==> config.mk <==
export PLATFORM = sky130hd
export DESIGN_NAME = tftp_block_sender_control_top
export DESIGN_NICKNAME = d
export VERILOG_FILES = /design/src/tbsc_pkg.sv /design/src/tftp_block_sender_control_top.sv
export SDC_FILE = /design/constraint.sdc
export NUM_CORES = 1
export LEC_CHECK = 0
export ABC_AREA = 1
export CELL_PAD_IN_SITES_DETAIL_PLACEMENT = 1
export CELL_PAD_IN_SITES_GLOBAL_PLACEMENT = 1
export CORE_ASPECT_RATIO = 1.2
export CORE_MARGIN = 2
export CORE_UTILIZATION = 44
export DETAILED_ROUTE_END_ITERATION = 7
export DONT_BUFFER_PORTS = 1
export PLACE_DENSITY_LB_ADDON = 0.1
export SETUP_SLACK_MARGIN = 0.1
export SLEW_MARGIN = 20
export SYNTH_ARGS = -nofsm -noshare
export SYNTH_HDL_FRONTEND = slang
export SYNTH_SLANG_ARGS = --single-unit
export TNS_END_PERCENT = 30
==> constraint.sdc <==
create_clock -name i_clk -period 5.9 [get_ports i_clk]
set_input_delay 0.295 -clock i_clk [delete_from_list [all_inputs] [get_ports i_clk]]
set_output_delay 0.295 -clock i_clk [all_outputs]
set_load 0.05 [all_outputs]
==> src/tbsc_pkg.sv <==
// Types and constants of the TFTP block sender control.
// No dependencies.
package tbsc_pkg;

    localparam int BLOCK_BYTES_DEF = 512;
    localparam int IDX_W           = 23;
    localparam int TMO_W           = 16;
    localparam int PROD_W          = 24;
    localparam int CFG_IDX_W       = 2;
    localparam int CFG_DATA_W      = 32;

    localparam logic [15:0] BN_LAST   = 16'd65534;
    localparam logic [15:0] BN_FIRST  = 16'd1;
    localparam logic [15:0] TMO_MAX   = 16'hFFFF;

    // receive event codes
    localparam logic [2:0] FN_START   = 3'd0;
    localparam logic [2:0] FN_ACK     = 3'd1;
    localparam logic [2:0] FN_PEERERR = 3'd2;
    localparam logic [2:0] FN_TIMEOUT = 3'd3;
    localparam logic [2:0] FN_RXFAIL  = 3'd4;

    // command status codes
    localparam logic [2:0] ST_SEND     = 3'd0;
    localparam logic [2:0] ST_DONE     = 3'd1;
    localparam logic [2:0] ST_TIMEDOUT = 3'd2;
    localparam logic [2:0] ST_PEERERR  = 3'd3;
    localparam logic [2:0] ST_RXFAIL   = 3'd4;
    localparam logic [2:0] ST_INACTIVE = 3'd5;

    // configuration register indexes
    localparam logic [CFG_IDX_W-1:0] CFG_FILE_LENGTH    = 2'd0;
    localparam logic [CFG_IDX_W-1:0] CFG_PEER_PORT      = 2'd1;
    localparam logic [CFG_IDX_W-1:0] CFG_RETRY_INTERVAL = 2'd2;
    localparam logic [CFG_IDX_W-1:0] CFG_TOTAL_TIMEOUT  = 2'd3;

    typedef struct packed {
        logic [2:0]  func;
        logic [15:0] ack_block;
        logic [15:0] source_port;
        logic [15:0] peer_error_code;
    } t_in;

    typedef struct packed {
        logic [2:0]  status;
        logic [15:0] send_block_number;
        logic [31:0] byte_offset;
        logic [9:0]  byte_count;
        logic        final_block;
        logic [15:0] reported_error;
    } t_out;

endpackage

==> src/tftp_block_sender_control_top.sv <==
// Stop-and-wait TFTP data sender control: one command item per receive event item.
// Depends on tbsc_pkg.
//
//  channel   direction  handshake           payload
//  in        input      i_valid / o_stall   i_data (tbsc_pkg::t_in)
//  out       output     o_valid / i_stall   o_data (tbsc_pkg::t_out)
//  cfg       input      i_cfg_we            i_cfg_idx, i_cfg_data
//
// One item per cycle while o_stall is low; commands are registered, via the skid under stall.
// The state update, block geometry and timeout product are done in the accept cycle.
// An output register plus a one-entry skid keep input acceptance going under output stall;
// o_stall rises only when both are full.
// Reset is synchronous, active low; configuration returns to its defaults.
module tftp_block_sender_control_top #(
    parameter int BLOCK_BYTES = tbsc_pkg::BLOCK_BYTES_DEF
) (
    input  logic                               i_clk,
    input  logic                               i_rst_n,
    input  logic                               i_valid,
    output logic                               o_stall,
    input  tbsc_pkg::t_in                      i_data,
    output logic                               o_valid,
    input  logic                               i_stall,
    output tbsc_pkg::t_out                     o_data,
    input  logic                               i_cfg_we,
    input  logic [tbsc_pkg::CFG_IDX_W-1:0]     i_cfg_idx,
    input  logic [tbsc_pkg::CFG_DATA_W-1:0]    i_cfg_data
);

    localparam int OFF_W = tbsc_pkg::IDX_W + $clog2(BLOCK_BYTES);
    localparam int CMP_W = (OFF_W + 1 > 32) ? OFF_W + 1 : 33;
    localparam logic [9:0] FULL_CNT = 10'(BLOCK_BYTES % 1024);

    // configuration
    logic [31:0] r_file_length;
    logic [15:0] r_peer_port;
    logic [7:0]  r_retry;
    logic [15:0] r_total;

    // transfer state
    logic [15:0]               r_bn, n_bn;
    logic [tbsc_pkg::IDX_W-1:0] r_idx, n_idx;
    logic [OFF_W-1:0]          r_offset, n_offset;
    logic [tbsc_pkg::TMO_W-1:0] r_tcount, n_tcount;
    logic                      r_active, n_active;

    // result buffers
    tbsc_pkg::t_out r_out, r_skid, res;
    logic           r_ov, r_sv;

    logic in_take, out_take, send;
    logic [CMP_W-1:0] len_ext, cur_sum, nx_off_ext, nx_sum, nx_rem;
    logic cur_final, nx_full, match, tmo_fail;
    logic [tbsc_pkg::PROD_W-1:0] tmo_prod;
    logic [2:0] stat;
    logic [15:0] err;

    assign in_take  = i_valid && !o_stall;
    assign out_take = r_ov && !i_stall;
    assign o_stall  = r_sv;
    assign o_valid  = r_ov;
    assign o_data   = r_out;

    assign len_ext   = CMP_W'(r_file_length);
    assign cur_sum   = CMP_W'(r_offset) + CMP_W'(BLOCK_BYTES);
    assign cur_final = !(cur_sum <= len_ext);
    assign match     = (i_data.ack_block == r_bn) && (i_data.source_port == r_peer_port);
    assign tmo_prod  = tbsc_pkg::PROD_W'(r_tcount) * tbsc_pkg::PROD_W'(r_retry);
    assign tmo_fail  = tbsc_pkg::PROD_W'(r_total) <= tmo_prod;

    always_comb begin
        n_bn     = r_bn;
        n_idx    = r_idx;
        n_offset = r_offset;
        n_tcount = r_tcount;
        n_active = r_active;
        stat     = tbsc_pkg::ST_SEND;
        err      = '0;
        send     = 1'b1;
        if (i_data.func == tbsc_pkg::FN_START) begin
            n_bn     = tbsc_pkg::BN_FIRST;
            n_idx    = '0;
            n_offset = '0;
            n_tcount = '0;
            n_active = 1'b1;
        end else if (!r_active) begin
            stat = tbsc_pkg::ST_INACTIVE;
            send = 1'b0;
        end else begin
            case (i_data.func)
                tbsc_pkg::FN_ACK: begin
                    if (match) begin
                        if (cur_final) begin
                            n_active = 1'b0;
                            stat     = tbsc_pkg::ST_DONE;
                            send     = 1'b0;
                        end else begin
                            n_bn     = (r_bn == tbsc_pkg::BN_LAST) ? '0 : r_bn + 16'd1;
                            n_idx    = r_idx + 1'b1;
                            n_offset = (&r_idx) ? '0 : r_offset + OFF_W'(BLOCK_BYTES);
                        end
                    end
                end
                tbsc_pkg::FN_PEERERR: begin
                    n_active = 1'b0;
                    stat     = tbsc_pkg::ST_PEERERR;
                    err      = i_data.peer_error_code;
                    send     = 1'b0;
                end
                tbsc_pkg::FN_TIMEOUT: begin
                    if (tmo_fail) begin
                        n_active = 1'b0;
                        stat     = tbsc_pkg::ST_TIMEDOUT;
                        send     = 1'b0;
                    end else if (r_tcount != tbsc_pkg::TMO_MAX) begin
                        n_tcount = r_tcount + 1'b1;
                    end
                end
                tbsc_pkg::FN_RXFAIL: begin
                    n_active = 1'b0;
                    stat     = tbsc_pkg::ST_RXFAIL;
                    send     = 1'b0;
                end
                default: begin
                end
            endcase
        end
    end

    // geometry of the block being sent, taken from the updated state
    assign nx_off_ext = CMP_W'(n_offset);
    assign nx_sum     = nx_off_ext + CMP_W'(BLOCK_BYTES);
    assign nx_full    = nx_sum <= len_ext;
    assign nx_rem     = (nx_off_ext <= len_ext) ? len_ext - nx_off_ext : '0;

    always_comb begin
        res                = '0;
        res.status         = stat;
        res.reported_error = err;
        if (send) begin
            res.send_block_number = n_bn;
            res.byte_offset       = nx_off_ext[31:0];
            res.byte_count        = nx_full ? FULL_CNT : nx_rem[9:0];
            res.final_block       = !nx_full;
        end
    end

    always_ff @(posedge i_clk) begin
        if (!i_rst_n) begin
            r_file_length <= '0;
            r_peer_port   <= '0;
            r_retry       <= 8'd5;
            r_total       <= 16'd25;
        end else if (i_cfg_we) begin
            case (i_cfg_idx)
                tbsc_pkg::CFG_FILE_LENGTH:    r_file_length <= i_cfg_data;
                tbsc_pkg::CFG_PEER_PORT:      r_peer_port   <= i_cfg_data[15:0];
                tbsc_pkg::CFG_RETRY_INTERVAL: r_retry       <= i_cfg_data[7:0];
                tbsc_pkg::CFG_TOTAL_TIMEOUT:  r_total       <= i_cfg_data[15:0];
                default: begin
                end
            endcase
        end
    end

    always_ff @(posedge i_clk) begin
        if (!i_rst_n) begin
            r_bn     <= tbsc_pkg::BN_FIRST;
            r_idx    <= '0;
            r_offset <= '0;
            r_tcount <= '0;
            r_active <= 1'b0;
        end else if (in_take) begin
            r_bn     <= n_bn;
            r_idx    <= n_idx;
            r_offset <= n_offset;
            r_tcount <= n_tcount;
            r_active <= n_active;
        end
    end

    always_ff @(posedge i_clk) begin
        if (!i_rst_n) begin
            r_ov <= 1'b0;
            r_sv <= 1'b0;
        end else if (!r_ov || out_take) begin
            r_ov <= r_sv || in_take;
            r_sv <= 1'b0;
        end else if (in_take) begin
            r_sv <= 1'b1;
        end
    end

    always_ff @(posedge i_clk) begin
        if (!r_ov || out_take) begin
            r_out <= r_sv ? r_skid : res;
        end
        if (in_take && r_ov && !out_take) begin
            r_skid <= res;
        end
    end

endmodule

# Yosys cells after proc, flatten, opt, wreduce, memory -nomap -nowiden
# Index checks and enable logic that the tools add are counted.
op_classes:
  addsub: 7
  multipliers: 1
  order_cmp: 4
  n_eq_ne: 12
  mux: 41
  bitwise: 1
  n_reduce_logical: 29
ops:
  columns: ["op", "n"]
  rows:
  - ["two-way mux 16 bit", 14]
  - ["two-way mux 32 bit", 6]
  - ["two-way mux 23 bit", 5]
  - ["two-way mux 78 bit", 1]
  - ["adder 32 x 10 -> 33 bit, second input constant", 2]
  - ["<= comparator 33 x 32 -> 1 bit", 2]
  - ["two-way mux 59 bit", 1]
  - ["adder 16 x 1 -> 16 bit, second input constant", 2]
  - ["adder 32 x 10 -> 32 bit, second input constant", 1]
  - ["== test 16 bit", 2]
  - ["<= comparator 32 bit", 1]
  - ["<= comparator 16 x 24 -> 1 bit", 1]
  - ["multiplier 16 x 8 -> 24 bit", 1]
  - ["adder 23 x 1 -> 23 bit, second input constant", 1]
  - ["AND reduction 23 bit", 1]
  - ["two-way mux 10 bit", 2]
  - ["== test 16 bit, second input constant", 1]
  - ["inequality test 16 bit, second input constant", 1]
  - ["one-hot mux 3 bit (4 select lines)", 1]
  - ["nonzero test 2 bit", 6]
  - ["AND reduction 5 bit", 2]
  - ["subtractor 10 bit", 1]
  - ["AND reduction 2 bit", 4]
  - ["two-way mux 1 bit", 7]
  - ["16 further kinds", 29]
word_totals:
  register_bits: 318
  input_bits: 90
  out_inout_bits: 80

# Logic depth before layout (Yosys ltp)
# Gate-level depths: netlist of the first run.
depth:
  word_depth: 12
  ltp_mapped: 51
  ltp_nobuf: 50

# Worst setup path after synthesis of the first run
# OpenSTA, ideal clock, no wires.
synth_path:
  path_type: "register to register"
  startpoint: "reg r_ov (netlist: o_valid)"
  endpoint: "reg r_skid[0] (netlist name), enable pin"
  setup_time_ps: 515
  t_arrival_ps: 6019
  required_time_ps: 5385
  slack_ps: -634
  stages_incl_launch_ff: 3
  n_path_buf: 0
  period_less_slack_ps: 6534
  path_cell_list: "dfxtp_1 > nand2_1 > nor2_1"
synth_between:
  elab_chain_len: 3
synth_lines:
  columns: ["element", "line", "source"]
  rows:
  - ["from (decl)", "tftp_block_sender_control_top.sv:49", "logic r_ov, r_sv;"]
  - ["from (signal assigned)", "tftp_block_sender_control_top.sv:187", "r_ov <= r_sv || in_take;"]
  - ["logical AND 1 bit", "tftp_block_sender_control_top.sv:59", "assign out_take = r_ov && !i_stall;"]
  - ["zero test 1 bit", "tftp_block_sender_control_top.sv:198", "if (in_take && r_ov && !out_take) begin"]
  - ["logical AND 1 bit (*)", "tftp_block_sender_control_top.sv:198", null]
  - ["to (signal assigned)", "tftp_block_sender_control_top.sv:199", "r_skid <= res;"]
  - ["to (decl)", "tftp_block_sender_control_top.sv:48", "tbsc_pkg::t_out r_out, r_skid, res;"]
# Mark *: on every way between the ends. The rest lies on a longest branch, timed or not.
# A chain may end at the register's enable or synchronous reset.

==> results of run 1 <==
## per-layer routing
layer  wire length (um)  global-route usage  vias to the layer above
li1                   -                   -                    10339
met1              33800               0.357                    10960
met2              44700               0.564                      526
met3               3570              0.0395                      240
met4               5320               0.154                        8
met5                 52                   0                        -
## registers in the layout, indices dropped and copies added (netlist names)
| name | cells |
|---|---|
| r_file_length | 32 |
| r_skid | 78 |
| r_peer_port | 16 |
| r_retry | 8 |
| r_total | 16 |
| r_bn | 16 |
| r_offset | 32 |
| o_stall | 1 |
| o_valid | 1 |
| o_data | 78 |
| r_idx | 23 |
| r_tcount | 16 |
| r_active | 1 |
## power by group through the flow
stage / clock (mW) / sequential (mW) / combinational [mW]
5_1_grt: 2.42 / 2.64 / 1.31
6_report: 2.32 / 2.63 / 1.21
2_1_floorplan: 0 / 2.65 / 0.550
3_5_place_dp: 0 / 2.68 / 0.894
3_3_place_gp: 0 / 2.67 / 0.857
4_1_cts: 2.36 / 2.63 / 1.05
## synthesized netlist by cell type, types with 6 or more instances
cell and count:
sky130_fd_sc_hd__a211oi_1 11, sky130_fd_sc_hd__a21o_1 8, sky130_fd_sc_hd__a21oi_1 190, sky130_fd_sc_hd__a31oi_1 7, sky130_fd_sc_hd__buf_1 11, sky130_fd_sc_hd__buf_2 10
sky130_fd_sc_hd__clkbuf_1 85, sky130_fd_sc_hd__clkinv_1 6, sky130_fd_sc_hd__dfxtp_1 162, sky130_fd_sc_hd__edfxtp_1 156, sky130_fd_sc_hd__fa_1 85, sky130_fd_sc_hd__ha_1 162
sky130_fd_sc_hd__inv_1 445, sky130_fd_sc_hd__inv_2 9, sky130_fd_sc_hd__nand2_1 811, sky130_fd_sc_hd__nand2_2 12, sky130_fd_sc_hd__nand3_1 104, sky130_fd_sc_hd__nand3b_1 8
sky130_fd_sc_hd__nand4_1 46, sky130_fd_sc_hd__nor2_1 305, sky130_fd_sc_hd__nor2_2 18, sky130_fd_sc_hd__nor2_4 6, sky130_fd_sc_hd__nor3_1 56, sky130_fd_sc_hd__nor3_2 9
sky130_fd_sc_hd__nor4_1 11, sky130_fd_sc_hd__o21ai_0 155, sky130_fd_sc_hd__o21ai_1 7, sky130_fd_sc_hd__xnor2_1 22, sky130_fd_sc_hd__xor2_1 55
## area by class of cell
cell class / count / area (um2)
tap: 651 / 815
clock buffer: 48 / 1020
sequential: 318 / 7970
antenna: 1 / 2.50
clock inverter: 19 / 166
timing repair buffer: 395 / 3500
multi-input combinational: 2140 / 14100
inverter: 460 / 1750
fill: 6222 / 21800
## cell families after synthesis
group / Yosys count / synth area share
AO/OA/AOI/OAI: 408 / 0.0967
adder cells (fa/ha/maj): 247 / 0.164
flip-flops: 318 / 0.350
AND/OR/NAND/NOR: 1408 / 0.262
buffers and inverters: 574 / 0.0976
XOR/XNOR: 77 / 0.0298
## repair_timing
action	CTS	global route
cloned	4	3
endpoints found under the hold margin	126	0
gates resized for setup	188	270
buffers inserted	26	43
pin swaps	96	146
endpoints found under the setup margin	137	137
hold buffers	54	0
## worst register-to-register path: cells and delay by family (launching register included)
kind | cells | cell delay, ps
xor+xnor | 1 | 80
simple gates | 17 | 2300
buf+inv | 6 | 760
flops | 1 | 360
fa+ha+maj | 6 | 2530
## how the worst min path moves through the flow
stage | from | end | slack [ps] | cells after the start
6_report | i_cfg_data[7] | r_peer_port[7] | 40 | 2
5_1_grt | i_cfg_data[2] | r_file_length[2] | 40 | 2
4_1_cts | i_cfg_data[3] | r_file_length[3] | 0.01 | 2
3_5_place_dp | i_cfg_data[4] | r_total[4] | 430 | 2
3_3_place_gp | i_cfg_data[0] | r_total[0] | 430 | 2
2_1_floorplan | i_cfg_data[3] | r_total[3] | 420 | 2
## stage by stage
step	hold slack (ps)	std cells	instance area [um2]	setup slack [ps]
floorplan	421	3032	22700	-65.6
global placement	426	3834	25100	-316
detailed placement	431	3834	25100	-520
CTS	0.0132	3985	27800	-8.12
global route	39.0	4031	29300	-557
finish	35.4	4032	29300	-305
==> key figures, run 1 <==
Yosys
  • Number of synthesized flops with an enable pin: 156
  • Share of the synthesized area in the top cell type: 0.207
  • Post-Syn Instances: 3032
  • Proportion of synthesized chip area in sequential cells: 0.350
  • Leading area contributor after synthesis: sky130_fd_sc_hd__edfxtp_1
  • Count of warnings emitted by yosys: 0
  • Largest cells by area after synthesis: sky130_fd_sc_hd__edfxtp_1 21%, sky130_fd_sc_hd__dfxtp_1 14%, sky130_fd_sc_hd__nand2_1 13%, sky130_fd_sc_hd__ha_1 8.9%, sky130_fd_sc_hd__fa_1 7.5%
  • Synthesized area per cell: 7.48 um2
  • Cell area after synthesis: 0.0227 mm2
  • Number of synthesized register bits: 318
  • Share of async-settable or async-resettable flops after synthesis: 0
  • Number of nets in the synthesized netlist: 3369
  • Count of cell types in the netlist: 55
  • Predominant post-synthesis flop cell: sky130_fd_sc_hd__dfxtp_1

Placement
  • IO Port Bufs: 0
  • Placer's final routability congestion estimate: 0.916
  • Half-perimeter wire length after detailed placement: 61000 um

Clock network
  • Clock insertion delay at the later pin of the skew report: 570 ps
  • CTS Buf Count: 37
  • CTS tree: done
  • Clock Tree Buf Depth: 3
  • Library cell used as clock root buffer: sky130_fd_sc_hd__clkbuf_16
  • Post-CTS clock slew at the launch and capture registers of the worst setup and hold paths: 60 ps
  • Count of clock tree sinks: 318
  • CTS H-tree depth: 2

Die
  • Core area: 0.0511 mm2
  • Area of the die: 0.0534 mm2
  • Count of boundary I/O pins: 170
  • Die Width: 211 um
  • Die extent in y: 253 um
  • Num rows: 91
  • Initial core utilization: 0.443

Detailed routing
  • Total detailed-routing wirelength: 87400 um
  • First-pass iteration count of the detailed router: 5
  • Detailed-route vias per instance: 5.47
  • Routed via count: 22073
  • Routed WL per cell: 21.7 um
  • Drt initial violations: 1066
  • Number of nets still failing antenna checks after routing: 0
  • DRC: 0

Pwr
  • Internal power of the cells: 4.20 mW
  • Fraction of power spent switching nets: 0.319
  • Worst IR drop on VDD: 0.000246 V
  • Pwr/cell area: 210 mW/mm2
  • Net switching power of the design: 1.96 mW
  • Portion of total power attributed to combinational logic: 0.197
  • Pleak: 13.8 nW
  • Tot Pwr: 6.16 mW
  • Share of power burned in the clock network: 0.376
  • Relative contribution of sequential cells to total power: 0.428

Final layout
  • Fraction of the core area covered by cells at the end of the flow: 0.573
  • Most used cells in the layout excluding fill and tap cells: 754 x sky130_fd_sc_hd__nand2_1, 420 x sky130_fd_sc_hd__inv_1, 293 x sky130_fd_sc_hd__buf_4
  • Relative area change from synthesis to final layout: 29.2%
  • Commonest non-fill, non-tap cell in the layout: sky130_fd_sc_hd__nand2_1
  • Post-layout net count: 3689
  • Share of cells above drive strength 1: 0.225

Timing
  • Max-Slew Margin vs Limit: 0.270
  • Post-layout worst setup margin: -305 ps
  • Achievable clock frequency: 161 MHz
  • Max Slew Vio Count: 0
  • RSZ-0062 raised after global routing: true
  • Minimum clock period: 6210 ps
  • Worst clock skew: 21.2 ps
  • Summed negative setup slack over all endpoints: -16800 ps
  • Number of endpoints with negative hold slack in the final report: 0
  • Count of final setup violators: 134
  • Tightest Pin Transition: 1090 ps
  • Final Cycle Share: 1.05

Worst hold path
  • Hold crit path type: input port to flop

Worst setup path
  • Number of stages on the worst setup path: 30
  • Startpoint-to-endpoint class of the critical path: flop to flop
  • Slack of the worst reg-to-reg path: -310 ps
  • Crit-path leading delay family: adder cells
  • Data required time of the critical path: 6290 ps
  • Critical path's slowest cell: sky130_fd_sc_hd__fa_1
  • Worst path most repeated cell: sky130_fd_sc_hd__fa_1
  • Count of buffer and inverter cells on the critical path: 6
  • CP startpoint: r_retry[3]
  • Endpoint of the most critical setup path: r_skid[21]
  • Arrival time at the worst endpoint: 6600 ps
  • Peak fanout along the critical path: 8
  • R2r endpoint: r_skid[21]
  • Delay of the slowest critical-path stage: 520 ps
  • Logic depth of the worst register-to-register path: 30
  • CP Launch Type: flop
  • Startpoint of the worst register-to-register path: r_retry[3]
  • Critical Path Sink Type: flop

GRT
  • Via count of the first global-routing pass: 23274
  • First-pass GRT wire length: 128000 um
  • Total congestion overflow: 0
  • Combined global-route utilization of all metal layers: 0.310
  • Pin count of the biggest net entering global routing: 104
  • Number of antenna violations at the first check in global routing: 5

Run status
  • Outcome: complete, but fails checks
  • Violated checks: negative setup slack

Run
  • Max-cap viol count: 0
(Power assumes the default switching activity.)
==> inputs of run 2 (changes only) <==
--- a/config.mk
+++ b/config.mk
@@ -14,6 +14,7 @@
 export DETAILED_ROUTE_END_ITERATION = 7
 export DONT_BUFFER_PORTS = 1
 export PLACE_DENSITY_LB_ADDON = 0.1
+export REMOVE_ABC_BUFFERS = 1
 export SETUP_SLACK_MARGIN = 0.1
 export SLEW_MARGIN = 20
 export SYNTH_ARGS = -nofsm -noshare
==> run 2 against run 1 <==
The flow still finishes with violations (negative setup slack). Global-route usage is 0.11 points higher. Total power is 0.92% higher. Flip-flop and latch count stayed put. Core utilization is 0.46 points higher. Critical path type unchanged. Critical endpoint is now r_skid[23]. Highest routed layer unchanged.
==> key figures, run 2 (same netlist as run 1, synthesis figures left out) <==
Die
  • Num rows: 91
  • Core area: 0.0511 mm2
  • Area of the die: 0.0534 mm2
  • Die extent in y: 253 um
  • Initial core utilization: 0.443
  • Die Width: 211 um
  • Count of boundary I/O pins: 170

GRT
  • Total congestion overflow: 0
  • Combined global-route utilization of all metal layers: 0.312
  • First-pass GRT wire length: 130000 um
  • Via count of the first global-routing pass: 23673
  • Number of antenna violations at the first check in global routing: 2
  • Pin count of the biggest net entering global routing: 99

Clock network
  • Library cell used as clock root buffer: sky130_fd_sc_hd__clkbuf_16
  • Clock Tree Buf Depth: 3
  • CTS tree: done
  • Post-CTS clock slew at the launch and capture registers of the worst setup and hold paths: 60 ps
  • CTS Buf Count: 38
  • CTS H-tree depth: 2
  • Clock insertion delay at the later pin of the skew report: 590 ps
  • Count of clock tree sinks: 318

Timing
  • Post-layout worst setup margin: -227 ps
  • Minimum clock period: 6130 ps
  • Final Cycle Share: 1.04
  • Worst clock skew: 24.9 ps
  • Count of final setup violators: 38
  • Number of endpoints with negative hold slack in the final report: 0
  • Tightest Pin Transition: 918 ps
  • Max Slew Vio Count: 0
  • Achievable clock frequency: 163 MHz
  • Max-Slew Margin vs Limit: 0.384
  • RSZ-0062 raised after global routing: true

Detailed routing
  • Detailed-route vias per instance: 5.48
  • DRC: 0
  • Routed WL per cell: 21.4 um
  • First-pass iteration count of the detailed router: 5
  • Drt initial violations: 1211
  • Number of nets still failing antenna checks after routing: 0
  • Total detailed-routing wirelength: 87000 um
  • Routed via count: 22250

Worst setup path
  • Data required time of the critical path: 6240 ps
  • Worst path most repeated cell: sky130_fd_sc_hd__nand2_1
  • Delay of the slowest critical-path stage: 360 ps
  • Arrival time at the worst endpoint: 6460 ps
  • CP Launch Type: flop
  • Critical path's slowest cell: sky130_fd_sc_hd__dfxtp_1
  • Startpoint-to-endpoint class of the critical path: flop to flop
  • Critical Path Sink Type: flop
  • Peak fanout along the critical path: 8
  • Crit-path leading delay family: simple AND/OR/NAND/NOR gates
  • Count of buffer and inverter cells on the critical path: 10

Final layout
  • Most used cells in the layout excluding fill and tap cells: 757 x sky130_fd_sc_hd__nand2_1, 420 x sky130_fd_sc_hd__inv_1, 313 x sky130_fd_sc_hd__buf_4
  • Post-layout net count: 3721
  • Fraction of the core area covered by cells at the end of the flow: 0.577
  • Diodes inserted: 0
  • Relative area change from synthesis to final layout: 30.2%
  • Share of cells above drive strength 1: 0.230
  • Commonest non-fill, non-tap cell in the layout: sky130_fd_sc_hd__nand2_1

Pwr
  • Worst IR drop on VDD: 0.000227 V
  • Pwr/cell area: 211 mW/mm2
  • Pleak: 13.9 nW

Placement
  • IO Port Bufs: 0
  • Placer's final routability congestion estimate: 0.941
  • Half-perimeter wire length after detailed placement: 60700 um
  • Worst setup slack before clock tree synthesis: -424 ps

Run status
  • Violated checks: negative setup slack
  • Outcome: complete, but fails checks

Worst hold path
  • Hold crit path type: input port to flop

Run
  • Max-cap viol count: 0
==> run 2: layer usage <==
layer	GRT usage	vias up	routed length, um
met2	0.570	575	44300
met4	0.149	2	5180
met5	0	-	13
met3	0.0380	272	3480
met1	0.358	11006	34100
li1	-	10395	-
==> run 2: repair_timing <==
| item | 4_1_cts | 5_1_grt |
|---|---|---|
| hold endpoints to repair | 124 | 1 |
| buffers inserted | 37 | 41 |
| pin swaps | 92 | 124 |
| hold buffers | 57 | 1 |
| setup endpoints to repair | 136 | 136 |
| cloned | 3 | 1 |
| resized for setup | 197 | 258 |
==> run 2: per-stage QoR <==
| step | instances | cell area (um2) | hold slack (ps) | setup TNS (ps) | total power [mW] |
|---|---|---|---|---|---|
| 2_1_floorplan | 2918 | 22200 | 379 | -189610 | 3.17 |
| 3_3_place_gp | 3857 | 25300 | 424 | -18340 | 3.54 |
| 3_5_place_dp | 3857 | 25300 | 434 | -28660 | 3.58 |
| 4_1_cts | 4021 | 28200 | 14.9 | -181 | 6.12 |
| 5_1_grt | 4062 | 29500 | 43.2 | -31290 | 6.43 |
| 6_report | 4062 | 29500 | 34.3 | -5110 | 6.22 |
==> run 2: area by class of cell <==
class                   count  area (um2)
clock inverters            20         231
well taps                 651         815
inverters                 460        1740
clock buffers              47        1010
fillers                  6138       21600
flip-flops and latches    318        7960
repair buffers            426        3730
multi-input cells        2140       14000
==> run 2: worst paths after layout <==
check	slack [ps]	endpoint	from	cells after the start
setup / recovery	-230	r_skid[23]	r_offset[21]	40
hold / removal	30	r_skid[77]	i_data[50]	2
setup reg to reg	-230	r_skid[23]	r_offset[21]	40
hold reg to reg	460	r_idx[21]	r_idx[21]	2
==> run 2: power breakdown <==
group	internal, mW	switching, mW	leakage (nW)
clock network	1.36	1.05	0.594
logic	0.462	0.719	10.4
registers	2.42	0.213	2.93
==> run 2: worst register-to-register path: cells and delay by family (launching register included) <==
family	cells	cell delay, ps
XOR/XNOR	2	500
AND/OR/NAND/NOR	25	3200
AO/OA/AOI/OAI	1	80
flip-flops	1	360
buffers and inverters	10	1110
adder cells (fa/ha/maj)	2	620
==> inputs of run 3 (changes only) <==
--- a/config.mk
+++ b/config.mk
@@ -13,6 +13,8 @@
 export CORE_UTILIZATION = 44
 export DETAILED_ROUTE_END_ITERATION = 7
 export DONT_BUFFER_PORTS = 1
+export GPL_ROUTABILITY_DRIVEN = 0
+export GPL_TIMING_DRIVEN = 0
 export PLACE_DENSITY_LB_ADDON = 0.1
 export REMOVE_ABC_BUFFERS = 1
 export SETUP_SLACK_MARGIN = 0.1
==> run 3 against run 2 <==
Register-to-register slack lost 70 ps. The flow still finishes with violations (negative setup slack). Sequential share of layout area is 1.3 points higher. Non-clock buffer count shrank 216. Final cell count down 4.9%. Via count fell by 2.9%. Setup slack lost 74 ps.
==> key figures, run 3 (same netlist as run 1, synthesis figures left out) <==
GRT
  • Total congestion overflow: 0
  • Number of antenna violations at the first check in global routing: 1
  • Pin count of the biggest net entering global routing: 107
  • First-pass GRT wire length: 126000 um
  • Combined global-route utilization of all metal layers: 0.302
  • Via count of the first global-routing pass: 22747

Timing
  • Achievable clock frequency: 161 MHz
  • Count of final setup violators: 97
  • Number of endpoints with negative hold slack in the final report: 0
  • Max-Slew Margin vs Limit: 0.219
  • Post-layout worst setup margin: -301 ps
  • Minimum clock period: 6200 ps
  • Worst clock skew: 17.7 ps
  • Max Slew Vio Count: 0
  • Tightest Pin Transition: 1170 ps
  • RSZ-0062 raised after global routing: true
  • Final Cycle Share: 1.05

Final layout
  • Commonest non-fill, non-tap cell in the layout: sky130_fd_sc_hd__nand2_1
  • Diodes inserted: 0
  • Relative area change from synthesis to final layout: 24.9%
  • Post-layout net count: 3518
  • Most used cells in the layout excluding fill and tap cells: 740 x sky130_fd_sc_hd__nand2_1, 420 x sky130_fd_sc_hd__inv_1, 234 x sky130_fd_sc_hd__nor2_1
  • Final Instance Area: 0.0283 mm2
  • Non-filler cells, final: 3862
  • Share of cells above drive strength 1: 0.187
  • Filler Cell Count: 6093

Run
  • Max-cap viol count: 0

Detailed routing
  • Total detailed-routing wirelength: 85000 um
  • Drt initial violations: 1251
  • Number of nets still failing antenna checks after routing: 0
  • Routed WL per cell: 22.0 um
  • Routed via count: 21599
  • First-pass iteration count of the detailed router: 5
  • DRC: 0
  • Detailed-route vias per instance: 5.59

Placement
  • IO Port Bufs: 0
  • Cell Count Post-Placement: 3579
  • Placed cell areas: 0.0233 mm2
  • Half-perimeter wire length after detailed placement: 54400 um

Worst setup path
  • CP Launch Type: flop
  • Startpoint-to-endpoint class of the critical path: flop to flop
  • Logic depth of the worst register-to-register path: 46
  • Data required time of the critical path: 6240 ps
  • Critical path's slowest cell: sky130_fd_sc_hd__dfxtp_4
  • Delay of the slowest critical-path stage: 370 ps
  • Peak fanout along the critical path: 7
  • Worst path most repeated cell: sky130_fd_sc_hd__nand2_1
  • Critical Path Sink Type: flop
  • Arrival time at the worst endpoint: 6540 ps

Clock network
  • CTS tree: done
  • CTS Buf Count: 39
  • Post-CTS clock slew at the launch and capture registers of the worst setup and hold paths: 60 ps
  • CTS H-tree depth: 2
  • Library cell used as clock root buffer: sky130_fd_sc_hd__clkbuf_16
  • Clock Tree Buf Depth: 3
  • Count of clock tree sinks: 318
  • Clock insertion delay at the later pin of the skew report: 590 ps

Worst hold path
  • Hold crit path type: input port to flop
  • Number of instances on the worst hold path: 2

Run status
  • Outcome: complete, but fails checks
  • Violated checks: negative setup slack

Die
  • Initial core utilization: 0.443
  • Count of boundary I/O pins: 170
  • Area of the die: 0.0534 mm2
  • Die Width: 211 um
  • Die extent in y: 253 um
  • Num rows: 91
  • Core area: 0.0511 mm2

Pwr
  • Pleak: 13.0 nW
  • Worst IR drop on VDD: 0.000242 V
  • Pwr/cell area: 222 mW/mm2
  • Tot Pwr: 6.29 mW
==> run 3: cell count changes in the layout (fill, tap and decap cells not counted), moves of 8 or more <==
cell and change:
sky130_fd_sc_hd__nand2_2 +8, sky130_fd_sc_hd__nand2_1 -17, sky130_fd_sc_hd__dfxtp_1 -14, sky130_fd_sc_hd__nor2_2 -18, sky130_fd_sc_hd__dfxtp_4 +13, sky130_fd_sc_hd__buf_4 -191, sky130_fd_sc_hd__nor2_1 +11, sky130_fd_sc_hd__buf_6 -23
sky130_fd_sc_hd__nand2_8 +12
==> run 3: worst max-delay path, delay by kind of cell, from the launching register on <==
family,cells,cell delay (ps)
AOI/OAI and AO/OA,3,540
xor gates and xnor gates,2,370
adders and majority gates,4,910
buffers and inverters,9,1000
DFF,1,370
and+or+nand+nor,28,2740
==> run 3: per-layer routing <==
metal / track usage / part of all wire
met1: 0.350 / 0.39
met2: 0.540 / 0.50
met3: 0.0425 / 0.052
met4: 0.157 / 0.062
met5: 0 / 0.000094
==> run 3: layout make-up <==
type                    count  area [um2]  area share
multi-input cells        2147       14200       0.502
flip-flops and latches    318        8010       0.283
repair buffers            210        2090      0.0737
inverters                 460        1790      0.0631
clock buffers              46        1010      0.0358
well taps                 651         815      0.0288
clock inverters            25         297      0.0105
repair inverters            5        97.6     0.00345
==> run 3: final timing paths <==
kind	to	from	slack, ps
worst min-delay path	r_file_length[3]	i_rst_n	40
worst max register to register	o_data[26]	r_offset[9]	-300
worst min register to register	r_peer_port[1]	r_peer_port[1]	470
worst max-delay path	o_data[26]	r_offset[9]	-300
==> run 3: metrics by stage <==
step	TNS [ps]	hold WS, ps	setup slack [ps]	util
3_5_place_dp	-248350	424	-2270	0.455
5_1_grt	-38590	43.3	-538	0.554
3_3_place_gp	-1106690	423	-8150	0.450
2_1_floorplan	-189610	379	-2320	-
4_1_cts	-1890	9.38	-69.4	0.532
6_report	-10750	39.6	-301	0.554
==> run 3: where the power goes <==
| group | switching (mW) | internal, mW |
|---|---|---|
| registers | 0.225 | 2.42 |
| logic | 0.743 | 0.401 |
| clock network | 1.11 | 1.40 |
| total | 2.08 | 4.21 |
==> run 3: repair_timing <==
action / 4_1_cts / 5_1_grt
pin swaps: 110 / 85
setup buffers: 102 / 44
setup endpoints to repair: 137 / 137
endpoints found under the hold margin: 127 / 1
hold buffers: 53 / 1
gates resized for setup: 303 / 171
gates cloned: 9 / 4
